[config.mk]
export PLATFORM = sky130hd
export DESIGN_NAME = sensor_packet_deframer_core
export DESIGN_NICKNAME = d
export VERILOG_FILES = /design/src/design/spd_pkg.sv /design/src/design/sensor_packet_deframer_core.sv /design/src/design/spd_front.sv /design/src/design/spd_queue.sv /design/src/design/spd_back.sv
export SDC_FILE = /design/constraint.sdc
export NUM_CORES = 1
export LEC_CHECK = 0
export ABC_CLOCK_PERIOD_IN_PS = 4700
export BUFFER_PORTS_ARGS = -buffer_cell sky130_fd_sc_hd__buf_2
export CORE_MARGIN = 2
export CORE_UTILIZATION = 61
export CTS_BUF_LIST = sky130_fd_sc_hd__clkbuf_8
export DETAILED_ROUTE_END_ITERATION = 10
export GPL_ROUTABILITY_DRIVEN = 0
export PLACE_DENSITY = 0.9
export SKIP_CTS_REPAIR_TIMING = 1
export SLEW_MARGIN = 10
export SYNTH_ARGS = -nofsm -noshare
export SYNTH_HDL_FRONTEND = slang
export SYNTH_HIERARCHICAL = 1
export SYNTH_SLANG_ARGS = --single-unit
export TNS_END_PERCENT = 50
[constraint.sdc]
create_clock -name clock -period 4.7 [get_ports clock]
set_input_delay 0.94 -clock clock [delete_from_list [all_inputs] [get_ports clock]]
set_output_delay 0.94 -clock clock [all_outputs]
set_load 0.005 [all_outputs]
[src/design/spd_pkg.sv]
// Shared types and constants for the sensor packet deframer.
`default_nettype none
package spd_pkg;

   // Frame geometry
   localparam int PAYLOAD_BYTES = 1206;
   localparam int TS_BYTES      = 8;
   localparam int CNT_W         = 11;
   localparam logic [7:0] MARKER_RESET = 8'h1b;

   // Depth of the word queue between front and back
   localparam int QDEPTH  = 4;
   localparam int QPTR_W  = $clog2(QDEPTH);
   localparam int QCNT_W  = $clog2(QDEPTH + 1);

   // Parser phase
   typedef enum logic [2:0] {
      PH_HUNT,
      PH_TIME,
      PH_LENLO,
      PH_LENHI,
      PH_DATA,
      PH_CHECK
   } phase_type;

   // What the back end has to do with one word
   typedef enum logic [2:0] {
      OP_STRAY,
      OP_START,
      OP_TIME,
      OP_NONE,
      OP_BADLEN,
      OP_DATA,
      OP_CHECK
   } op_type;

   // Frame status codes
   typedef enum logic [1:0] {
      ST_OK        = 2'd0,
      ST_BAD_START = 2'd1,
      ST_BAD_LEN   = 2'd2,
      ST_BAD_SUM   = 2'd3
   } status_type;

   // Classified word handed from front to back
   typedef struct packed {
      op_type           op;
      logic [7:0]       data;
      logic [CNT_W-1:0] index;
   } token_type;

endpackage
`default_nettype wire

[src/design/sensor_packet_deframer_core.sv]
// Top level of the sensor packet deframer.
//
// Byte-stream frame receiver. Each frame is a start marker byte, 8 timestamp
// bytes (LSB first), a 2-byte little-endian length, 1206 payload bytes and a
// modulo-256 payload sum. Every accepted input word gives exactly one result
// word: a passed-through payload byte, an end-of-frame status (with the
// timestamp, except on a stray byte), or an empty word for other header bytes.
// Input: req_data_byte is taken when req_push is high and req_full is low.
// Output: the oldest result sits on rsp_* while rsp_empty is low; rsp_pop
// takes it. csr_data writes the start marker when csr_valid is high
// (csr_ready is always high); write it only while the block is idle.
// A word accepted on req_* is first written into the queue and then moved into
// the result register on rsp_*; throughput is one word per cycle while rsp_pop
// drains the result register.
// A 4-word queue between parser and execute stage absorbs output stalls;
// req_full rises once it and the result register are full.
// Reset (synchronous) empties both sides, sets the marker to 0x1b and
// returns the parser to hunting for the start byte.
`default_nettype none
module sensor_packet_deframer_core
   import spd_pkg::*;
(
   input  wire logic             clock,
   input  wire logic             reset,
   input  wire logic             req_push,
   output logic                  req_full,
   input  wire logic [7:0]       req_data_byte,
   output logic                  rsp_empty,
   input  wire logic             rsp_pop,
   output logic [7:0]            rsp_payload_byte,
   output logic                  rsp_payload_valid,
   output logic [CNT_W-1:0]      rsp_payload_index,
   output logic                  rsp_frame_end,
   output logic [1:0]            rsp_frame_status,
   output logic [63:0]           rsp_timestamp_bits,
   input  wire logic             csr_valid,
   output logic                  csr_ready,
   input  wire logic [7:0]       csr_data
);

   logic       marker_ff;
   logic [7:0] start_marker_ff;
   logic       accept;
   token_type  front_token, head_token;
   logic       q_empty, q_take;

   assign csr_ready = 1'b1;
   assign accept    = req_push && !req_full;

   // Start marker register
   always_ff @(posedge clock) begin
      if (reset) begin
         start_marker_ff <= MARKER_RESET;
         marker_ff       <= 1'b0;
      end else if (csr_valid && csr_ready) begin
         start_marker_ff <= csr_data;
         marker_ff       <= 1'b1;
      end
   end

   spd_front u_front (
      .clock        (clock),
      .reset        (reset),
      .accept       (accept),
      .data_byte    (req_data_byte),
      .start_marker (start_marker_ff),
      .token        (front_token)
   );

   spd_queue u_queue (
      .clock    (clock),
      .reset    (reset),
      .wr_en    (accept),
      .wr_token (front_token),
      .rd_en    (q_take),
      .rd_token (head_token),
      .full     (req_full),
      .empty    (q_empty)
   );

   spd_back u_back (
      .clock              (clock),
      .reset              (reset),
      .tok_avail          (!q_empty),
      .tok                (head_token),
      .tok_take           (q_take),
      .rsp_pop            (rsp_pop),
      .rsp_empty          (rsp_empty),
      .rsp_payload_byte   (rsp_payload_byte),
      .rsp_payload_valid  (rsp_payload_valid),
      .rsp_payload_index  (rsp_payload_index),
      .rsp_frame_end      (rsp_frame_end),
      .rsp_frame_status   (rsp_frame_status),
      .rsp_timestamp_bits (rsp_timestamp_bits)
   );

   // Reset leaves both sides empty
   a_reset_empty: assert property (@(posedge clock)
      reset |=> (rsp_empty && !req_full))
      else $error("deframer not empty after reset");

   // A word is never both payload and frame end
   a_kind_excl: assert property (@(posedge clock) disable iff (reset)
      !rsp_empty |-> !(rsp_frame_end && rsp_payload_valid))
      else $error("payload word flagged as frame end");

   // Payload index stays inside the frame
   a_index_range: assert property (@(posedge clock) disable iff (reset)
      (!rsp_empty && rsp_payload_valid) |-> (rsp_payload_index < CNT_W'(PAYLOAD_BYTES)))
      else $error("payload index out of range");

   // Status and timestamp are zero on words that do not end a frame
   a_quiet_fields: assert property (@(posedge clock) disable iff (reset)
      (!rsp_empty && !rsp_frame_end) |->
         (rsp_frame_status == 2'(ST_OK) && rsp_timestamp_bits == '0))
      else $error("status or timestamp set without frame end");

   // A marker write sets the marker flag and stores the byte; the flag only tracks whether a write has happened
   a_marker_written: assert property (@(posedge clock) disable iff (reset)
      (csr_valid && csr_ready) |=> (marker_ff && start_marker_ff == $past(csr_data)))
      else $error("start marker write lost");

endmodule
`default_nettype wire

[src/design/spd_front.sv]
// Front end: tracks the frame phase and classifies each incoming word.
`default_nettype none
module spd_front
   import spd_pkg::*;
(
   input  wire logic       clock,
   input  wire logic       reset,
   input  wire logic       accept,
   input  wire logic [7:0] data_byte,
   input  wire logic [7:0] start_marker,
   output token_type       token
);

   phase_type        phase_ff, phase_in;
   logic [CNT_W-1:0] count_ff, count_in;
   logic [7:0]       len_low_ff, len_low_in;
   logic             len_ok;

   assign len_ok = ({data_byte, len_low_ff} == 16'(PAYLOAD_BYTES));

   // Next phase, counter and length low byte
   always_comb begin
      phase_in   = phase_ff;
      count_in   = count_ff;
      len_low_in = len_low_ff;
      if (accept) begin
         unique case (phase_ff)
            PH_HUNT: begin
               count_in = '0;
               if (data_byte == start_marker) begin
                  phase_in   = PH_TIME;
                  len_low_in = '0;
               end
            end
            PH_TIME: begin
               if (count_ff == CNT_W'(TS_BYTES - 1)) begin
                  count_in = '0;
                  phase_in = PH_LENLO;
               end else begin
                  count_in = count_ff + 1'b1;
               end
            end
            PH_LENLO: begin
               len_low_in = data_byte;
               phase_in   = PH_LENHI;
            end
            PH_LENHI: begin
               count_in = '0;
               phase_in = len_ok ? PH_DATA : PH_HUNT;
            end
            PH_DATA: begin
               if (count_ff == CNT_W'(PAYLOAD_BYTES - 1)) begin
                  count_in = '0;
                  phase_in = PH_CHECK;
               end else begin
                  count_in = count_ff + 1'b1;
               end
            end
            PH_CHECK: begin
               count_in = '0;
               phase_in = PH_HUNT;
            end
            default: begin
               count_in = '0;
               phase_in = PH_HUNT;
            end
         endcase
      end
   end

   // Word classification
   always_comb begin
      token.data  = data_byte;
      token.index = count_ff;
      unique case (phase_ff)
         PH_HUNT:  token.op = (data_byte == start_marker) ? OP_START : OP_STRAY;
         PH_TIME:  token.op = OP_TIME;
         PH_LENLO: token.op = OP_NONE;
         PH_LENHI: token.op = len_ok ? OP_NONE : OP_BADLEN;
         PH_DATA:  token.op = OP_DATA;
         PH_CHECK: token.op = OP_CHECK;
         default:  token.op = (data_byte == start_marker) ? OP_START : OP_STRAY;
      endcase
   end

   always_ff @(posedge clock) begin
      if (reset) begin
         phase_ff   <= PH_HUNT;
         count_ff   <= '0;
         len_low_ff <= '0;
      end else begin
         phase_ff   <= phase_in;
         count_ff   <= count_in;
         len_low_ff <= len_low_in;
      end
   end

endmodule
`default_nettype wire

[src/design/spd_queue.sv]
// Short register queue of classified words between front and back.
`default_nettype none
module spd_queue
   import spd_pkg::*;
(
   input  wire logic      clock,
   input  wire logic      reset,
   input  wire logic      wr_en,
   input  wire token_type wr_token,
   input  wire logic      rd_en,
   output token_type      rd_token,
   output logic           full,
   output logic           empty
);

   token_type         mem_ff [QDEPTH];
   logic [QPTR_W-1:0] wr_ptr_ff, rd_ptr_ff;
   logic [QCNT_W-1:0] count_ff, count_in;

   assign full     = (count_ff == QCNT_W'(QDEPTH));
   assign empty    = (count_ff == '0);
   assign rd_token = mem_ff[rd_ptr_ff];

   always_comb begin
      count_in = count_ff;
      if (wr_en && !rd_en) begin
         count_in = count_ff + 1'b1;
      end else if (rd_en && !wr_en) begin
         count_in = count_ff - 1'b1;
      end
   end

   // Pointers and fill count
   always_ff @(posedge clock) begin
      if (reset) begin
         wr_ptr_ff <= '0;
         rd_ptr_ff <= '0;
         count_ff  <= '0;
      end else begin
         count_ff <= count_in;
         if (wr_en) begin
            wr_ptr_ff <= wr_ptr_ff + 1'b1;
         end
         if (rd_en) begin
            rd_ptr_ff <= rd_ptr_ff + 1'b1;
         end
      end
   end

   // Storage
   always_ff @(posedge clock) begin
      if (wr_en) begin
         mem_ff[wr_ptr_ff] <= wr_token;
      end
   end

endmodule
`default_nettype wire

[src/design/spd_back.sv]
// Back end: assembles timestamp and checksum and drives the result register.
`default_nettype none
module spd_back
   import spd_pkg::*;
(
   input  wire logic              clock,
   input  wire logic              reset,
   input  wire logic              tok_avail,
   input  wire token_type         tok,
   output logic                   tok_take,
   input  wire logic              rsp_pop,
   output logic                   rsp_empty,
   output logic [7:0]             rsp_payload_byte,
   output logic                   rsp_payload_valid,
   output logic [CNT_W-1:0]       rsp_payload_index,
   output logic                   rsp_frame_end,
   output logic [1:0]             rsp_frame_status,
   output logic [63:0]            rsp_timestamp_bits
);

   logic             full_ff;
   logic [63:0]      ts_ff, ts_in;
   logic [7:0]       sum_ff, sum_in;
   logic [7:0]       pbyte_ff, pbyte_in;
   logic             pvalid_ff, pvalid_in;
   logic [CNT_W-1:0] pindex_ff, pindex_in;
   logic             fend_ff, fend_in;
   status_type       status_ff, status_in;
   logic [63:0]      tsout_ff, tsout_in;

   // Load a new word when the result register is free or being drained
   assign tok_take = tok_avail && (!full_ff || rsp_pop);

   // Execute one word
   always_comb begin
      ts_in     = ts_ff;
      sum_in    = sum_ff;
      pbyte_in  = '0;
      pvalid_in = 1'b0;
      pindex_in = '0;
      fend_in   = 1'b0;
      status_in = ST_OK;
      tsout_in  = '0;
      unique case (tok.op)
         OP_STRAY: begin
            fend_in   = 1'b1;
            status_in = ST_BAD_START;
         end
         OP_START: begin
            ts_in  = '0;
            sum_in = '0;
         end
         OP_TIME: ts_in = {tok.data, ts_ff[63:8]};
         OP_NONE: ;
         OP_BADLEN: begin
            fend_in   = 1'b1;
            status_in = ST_BAD_LEN;
            tsout_in  = ts_ff;
         end
         OP_DATA: begin
            pbyte_in  = tok.data;
            pvalid_in = 1'b1;
            pindex_in = tok.index;
            sum_in    = sum_ff + tok.data;
         end
         OP_CHECK: begin
            fend_in   = 1'b1;
            status_in = (tok.data == sum_ff) ? ST_OK : ST_BAD_SUM;
            tsout_in  = ts_ff;
         end
         default: ;
      endcase
   end

   // Frame state and result occupancy
   always_ff @(posedge clock) begin
      if (reset) begin
         full_ff <= 1'b0;
         ts_ff   <= '0;
         sum_ff  <= '0;
      end else begin
         if (tok_take) begin
            full_ff <= 1'b1;
            ts_ff   <= ts_in;
            sum_ff  <= sum_in;
         end else if (rsp_pop) begin
            full_ff <= 1'b0;
         end
      end
   end

   // Result payload
   always_ff @(posedge clock) begin
      if (tok_take) begin
         pbyte_ff  <= pbyte_in;
         pvalid_ff <= pvalid_in;
         pindex_ff <= pindex_in;
         fend_ff   <= fend_in;
         status_ff <= status_in;
         tsout_ff  <= tsout_in;
      end
   end

   assign rsp_empty          = !full_ff;
   assign rsp_payload_byte   = pbyte_ff;
   assign rsp_payload_valid  = pvalid_ff;
   assign rsp_payload_index  = pindex_ff;
   assign rsp_frame_end      = fend_ff;
   assign rsp_frame_status   = 2'(status_ff);
   assign rsp_timestamp_bits = tsout_ff;

endmodule
`default_nettype wire
=== Yosys cells after proc, flatten, opt, wreduce, memory -nomap -nowiden ===
Memory sizes are Yosys's and may differ from the RTL's. A register that Yosys moved wholly into a read port is not among the register bits.
Index checks and enable logic that the tools add are counted.

* Bits in registers: 197
* RAM bits: 88
* Input bits: 21
* Output and inout port bits: 90
* Memories kept: 1

{| class="wikitable"
|+ Memory list
! name !! depth !! bits a word !! read ports !! clocked after Yosys merged registers in !! wr ports !! RTL line !! RTL
|-
| u_queue.mem_ff || 4 || 22 || 1 || 1 || 1 || spd_queue.sv:16 || <nowiki>token_type mem_ff [QDEPTH];</nowiki>
|}

* Add/sub/neg operators: 6
* Eq/ne operators: 19
* Muxes and demuxes: 27
* Bitwise operators: 1
* Reduce and logical (&&, ||, !) cells: 25

{| class="wikitable"
|+ Operator list
! kind !! number
|-
| 64-bit case mux with 2 select lines || 1
|-
| 11-bit case mux with 3 select lines || 1
|-
| 8-bit case mux with 2 select lines || 2
|-
| 3-bit case mux with 5 select lines || 2
|-
| 11-bit 2-to-1 mux || 2
|-
| 3-bit 2-to-1 mux || 7
|-
| 3-bit == test, second input constant || 6
|-
| 16-bit by 11-bit == test with 1-bit output, second input constant || 1
|-
| 8-bit == test || 2
|-
| 11-bit by 1-bit adder with 11-bit output, second input constant || 1
|-
| 11-bit == test, second input constant || 1
|-
| 11-bit by 3-bit == test with 1-bit output, second input constant || 1
|-
| 2-bit nonzero test || 5
|-
| 3-bit by 2-bit == test with 1-bit output, second input constant || 3
|-
| 3-bit zero test || 3
|-
| 8-bit adder || 1
|-
| 8-bit 2-to-1 mux || 1
|-
| 1-bit 2-to-1 mux || 7
|-
| 3-bit by 1-bit == test with 1-bit output, second input constant || 2
|-
| 2-bit 2-to-1 mux || 3
|-
| 2-bit by 1-bit != test with 1-bit output, second input constant || 3
|-
| 2-bit case mux with 3 select lines || 1
|-
| 2-bit AND reduction || 3
|-
| 1-bit zero test || 5
|-
| other kinds (10) || 14
|}

=== Depth between registers and ports, before layout ===
* Depth after elaboration: 7
* Mapped depth: 11
* Mapped depth without buffers: 11

=== Cells and area by module ===
The synthesis kept the hierarchy.

{| class="wikitable"
|+ Modules (own cells, without submodules)
! module !! instances !! cells an instance !! area an instance (um^2) !! seq. area each (um^2)
|-
| spd_back || 1 || 481 || 6,008.3 || 4,073.9
|-
| spd_queue || 1 || 158 || 3,607.2 || 2,822.7
|-
| spd_front || 1 || 162 || 1,371.3 || 440.4
|-
| sensor_packet_deframer_core || 1 || 30 || 319.1 || 160.2
|}

=== Worst setup path before layout ===
OpenSTA, ideal clock, no wires.

* Path kind: input to register
* Start point: input rsp_pop
* End point: register u_queue.count_ff[2]
* Setup time: 70 ps
* Data arrival time: 4,155 ps
* Required time: 4,630 ps
* Slack: 475 ps
* Cell stages on the path: 11
* Path buffers: 1
* Cell sequence: nand2b_1 clkbuf_1 nand2_1 inv_1 inv_1 ha_1 inv_1 fa_1 xor2_1 or3_1 a21oi_1

* Word-level cells in the longest chain between the ends: 5
* Elaborated cells on any way between the ends: 7

{| class="wikitable"
|+ RTL lines
! what !! RTL line !! RTL
|-
| start, declared || sensor_packet_deframer_core.sv:29 || <nowiki>input wire logic rsp_pop,</nowiki>
|-
| 1-bit logical OR (*) || spd_back.sv:32 || <nowiki>assign tok_take = tok_avail && (!full_ff || rsp_pop);</nowiki>
|-
| 1-bit logical AND (*) || spd_back.sv:32 ||
|-
| net q_take || sensor_packet_deframer_core.sv:45 || <nowiki>logic q_empty, q_take;</nowiki>
|-
| 1-bit zero test || spd_queue.sv:26 || <nowiki>if (wr_en && !rd_en) begin</nowiki>
|-
| 1-bit logical AND || spd_queue.sv:26 ||
|-
| 3-bit 2-to-1 mux or 2-bit nonzero test (tied branches) || - ||
|-
| end signal, assigned || spd_queue.sv:40 || <nowiki>count_ff <= count_in;</nowiki>
|-
| end, declared || spd_queue.sv:18 || <nowiki>logic [QCNT_W-1:0] count_ff, count_in;</nowiki>
|}

The timed path passes the listed nets; every way through them passes the cells marked *.
A chain may end at the register's enable or synchronous reset.

==> run summary <==
static leakage - 4.78 nW
Seq cells post-synth - 287
Worst Setup End Kind - flop
hold violation count in the final report - 0
Clock Sinks - 287
Initial Utilization - 62.5%
clock slew at reported path FFs - 0.06 ns
DRT antenna net count - 0
IO Pins - 111
die width - 140 um
setup tns final - 0 ns
RSZ-0062 raised after global routing - false
Tcrit/Tclk final - 68.1%
1st-iter DRT viols - 514
initial antenna violation count - 0
peak supply drop - 0.000437 V
largest net degree at the start of global routing - 90
slowest CP cell - dfxtp_1
WL/cell - 17.4 um
port buffer count - 109
Yosys top cell by area - edfxtp_1
Slew Limit Headroom - 24.1%
async set-reset flop share out of synthesis - 0%
slowest stage delay, CP - 1.01 ns
post-synth top area share - 46.5%
fmax - 312 MHz
TritonCTS clock tree - yes
Total GRT Usage - 21.6%
Crit Path Max Fanout - 23
Inserted Diodes - 0
first-pass GRT wire length - 33.9 mm
Clock Latency Late Sink - 0.54 ns
Setup violations, final - 0
Worst Max-Slew Pin Slew - 1.14 ns
worst path arrival time - 3.67 ns
WP data required - 5.16 ns
worst min path class - flop to flop
final WL - 20.9 mm
Mapped Area - 11,300 sq um
number of synthesized flops with an enable pin - 175
clock tree buffer depth - 3
worst path cell trace - mux4_2 > and3b_1 > nand3_1 > or4_1 > a31oi_1
skew final - 0.0141 ns
Syn Nets - 869
Congestion Overflow GR - 0
Post-synth top flop - edfxtp_1
area delta synth->final - 12.9%
Final Max Tran Viols - 0
status - finished with violations
Core ar. - 18,100 sq um
num rows - 49
YS warnings - 6
Yosys cell types - 64
Final WS setup - 1.50 ns
Vias - 6,933
Die Height - 140 um
max-cap violations - 0
violated checks - design-rule violations
vias in the first global route - 6,769
Nets - 974
CTS root buffer - clkbuf_8
Cell Pwr Density - 547 nW/um^2
Buf/Inv on CP - 0
pre-CTS WS - 1.50 ns
syn_area_per_cell - 13.6 sq um
sequential area share after synthesis - 66.3%
fillers - 1,150
Gate Count Post-Synth - 831
synth top area cells - edfxtp_1 46%, dfxtp_1 20%, and2_1 4.8%
CP Class - flop to flop
DIE AREA - 19,600 sq um
CP delay by family, top - simple AND/OR/NAND/NOR gates
drt pass-1 iters - 11
H-tree levels - 2
share of cells above drive strength 1 - 21.4%
final period demand of the worst path - 3.20 ns
CTS buffer count - 43
CP startpoint kind - flop
vias per cell - 5.78
DP HPWL - 13.2 mm
detailed-route DRC error count - 14
## cell families after synthesis
group	share of synthesized area, %
simple gates	12.9
other cells	0.0332
fa+ha+maj	2.01
flops	66.3
compound gates	8.43
buf+inv	3.11
mux	5.07
xor+xnor	2.09
## placed cells by master, fill, tap and decap left out, drive strengths merged, types with 6 or more instances in the layout
master / synthesis / final
and2: 88 / 88
clkbuf: 28 / 48
o21ai: 11 / 11
nor2: 103 / 103
mux4: 22 / 22
nor2b: 10 / 10
dfxtp: 112 / 112
nand2b: 6 / 6
xnor2: 20 / 20
a21oi: 16 / 16
nand2: 15 / 15
clkinv: 0 / 11
inv: 13 / 29
edfxtp: 175 / 175
mux2i: 7 / 7
nand4: 9 / 9
xor2: 7 / 7
nand3: 10 / 10
a22oi: 70 / 70
buf: 27 / 115
ha: 15 / 15
a22o: 8 / 8
nor3: 7 / 7
## routing by layer
layer | vias up | wire [um] | GRT usage, %
met5 | - | 0 | 0
met4 | 0 | 564 | 8.93
met3 | 48 | 1190 | 4.65
met2 | 260 | 10500 | 36.6
met1 | 3374 | 8590 | 27.1
li1 | 3251 | - | -
## cell usage after synthesis, drive strengths merged, types with 3 or more instances
library cell / count
inv: 13
nand2: 15
nor3b: 3
o31ai: 4
dfxtp: 112
a31oi: 3
buf: 27
xor2: 7
nand2b: 6
a211o: 5
mux4: 22
clkbuf: 28
nor3: 7
o21ai: 11
nor4: 5
o22ai: 3
a22o: 8
a22oi: 70
nor4b: 3
nor2: 103
a21oi: 16
edfxtp: 175
nand3: 10
nor2b: 10
ha: 15
mux2i: 7
nand4: 9
and2: 88
xnor2: 20
## flip-flops by register name, indices dropped and copies added, names as in the netlist, named ones only
name and count:
u_back/full_ff 1, start_marker_ff 8, u_back/rsp_frame_end 1, u_queue/mem_ff 88, u_queue/count_ff 3, u_queue/rd_ptr_ff 2, u_back/rsp_payload_valid 1, u_front/len_low_ff 8
u_back/sum_ff 8, u_back/ts_ff 64, u_front/count_ff 11, u_back/rsp_timestamp_bits 64, u_back/rsp_payload_byte 8, u_back/rsp_payload_index 11, u_queue/wr_ptr_ff 2, u_front/phase_ff 3
u_back/rsp_frame_status 2
## per-stage QoR
step                      instance area [sq um]  hold slack (ns)  std cells  utilization (%)  total power [mW]
after global routing                      12800            0.496       1199             70.6              7.34
after CTS                                 12800            0.479       1199             70.6              7.05
final                                     12800            0.480       1199             70.6              6.99
after floorplan                           11300            0.440        831                -              4.47
after global placement                    11900            0.457       1120             65.8              4.97
after detailed placement                  11900            0.460       1120             65.8              5.04
## final timing paths
| path | start | end | slack (ns) | depth (start not counted) |
|---|---|---|---|---|
| min | u_front/len_low_ff[3] | u_front/len_low_ff[3] | 0.48 | 1 |
| max | flop | u_back/sum_ff[7] | 1.50 | 5 |
| min reg2reg | u_front/len_low_ff[3] | u_front/len_low_ff[3] | 0.48 | 1 |
| max reg2reg | flop | u_back/sum_ff[7] | 1.50 | 5 |
## final cells by class
| type | instances | area [sq um] | area share, % |
|---|---|---|---|
| timing repair buffer | 115 | 593 | 4.65 |
| sequential | 287 | 7500 | 58.7 |
| clock buffer | 48 | 661 | 5.17 |
| tap | 229 | 287 | 2.24 |
| clock inverter | 31 | 208 | 1.63 |
| inverter | 13 | 50.0 | 0.392 |
| multi-input combinational | 476 | 3470 | 27.2 |
## where the power goes
group / leakage, nW / internal, mW / switching (mW)
Clock: 0.500 / 1.11 / 0.903
Sequential: 2.63 / 3.26 / 0.188
Combinational: 1.65 / 0.581 / 0.946
(Power assumes the default switching activity.)
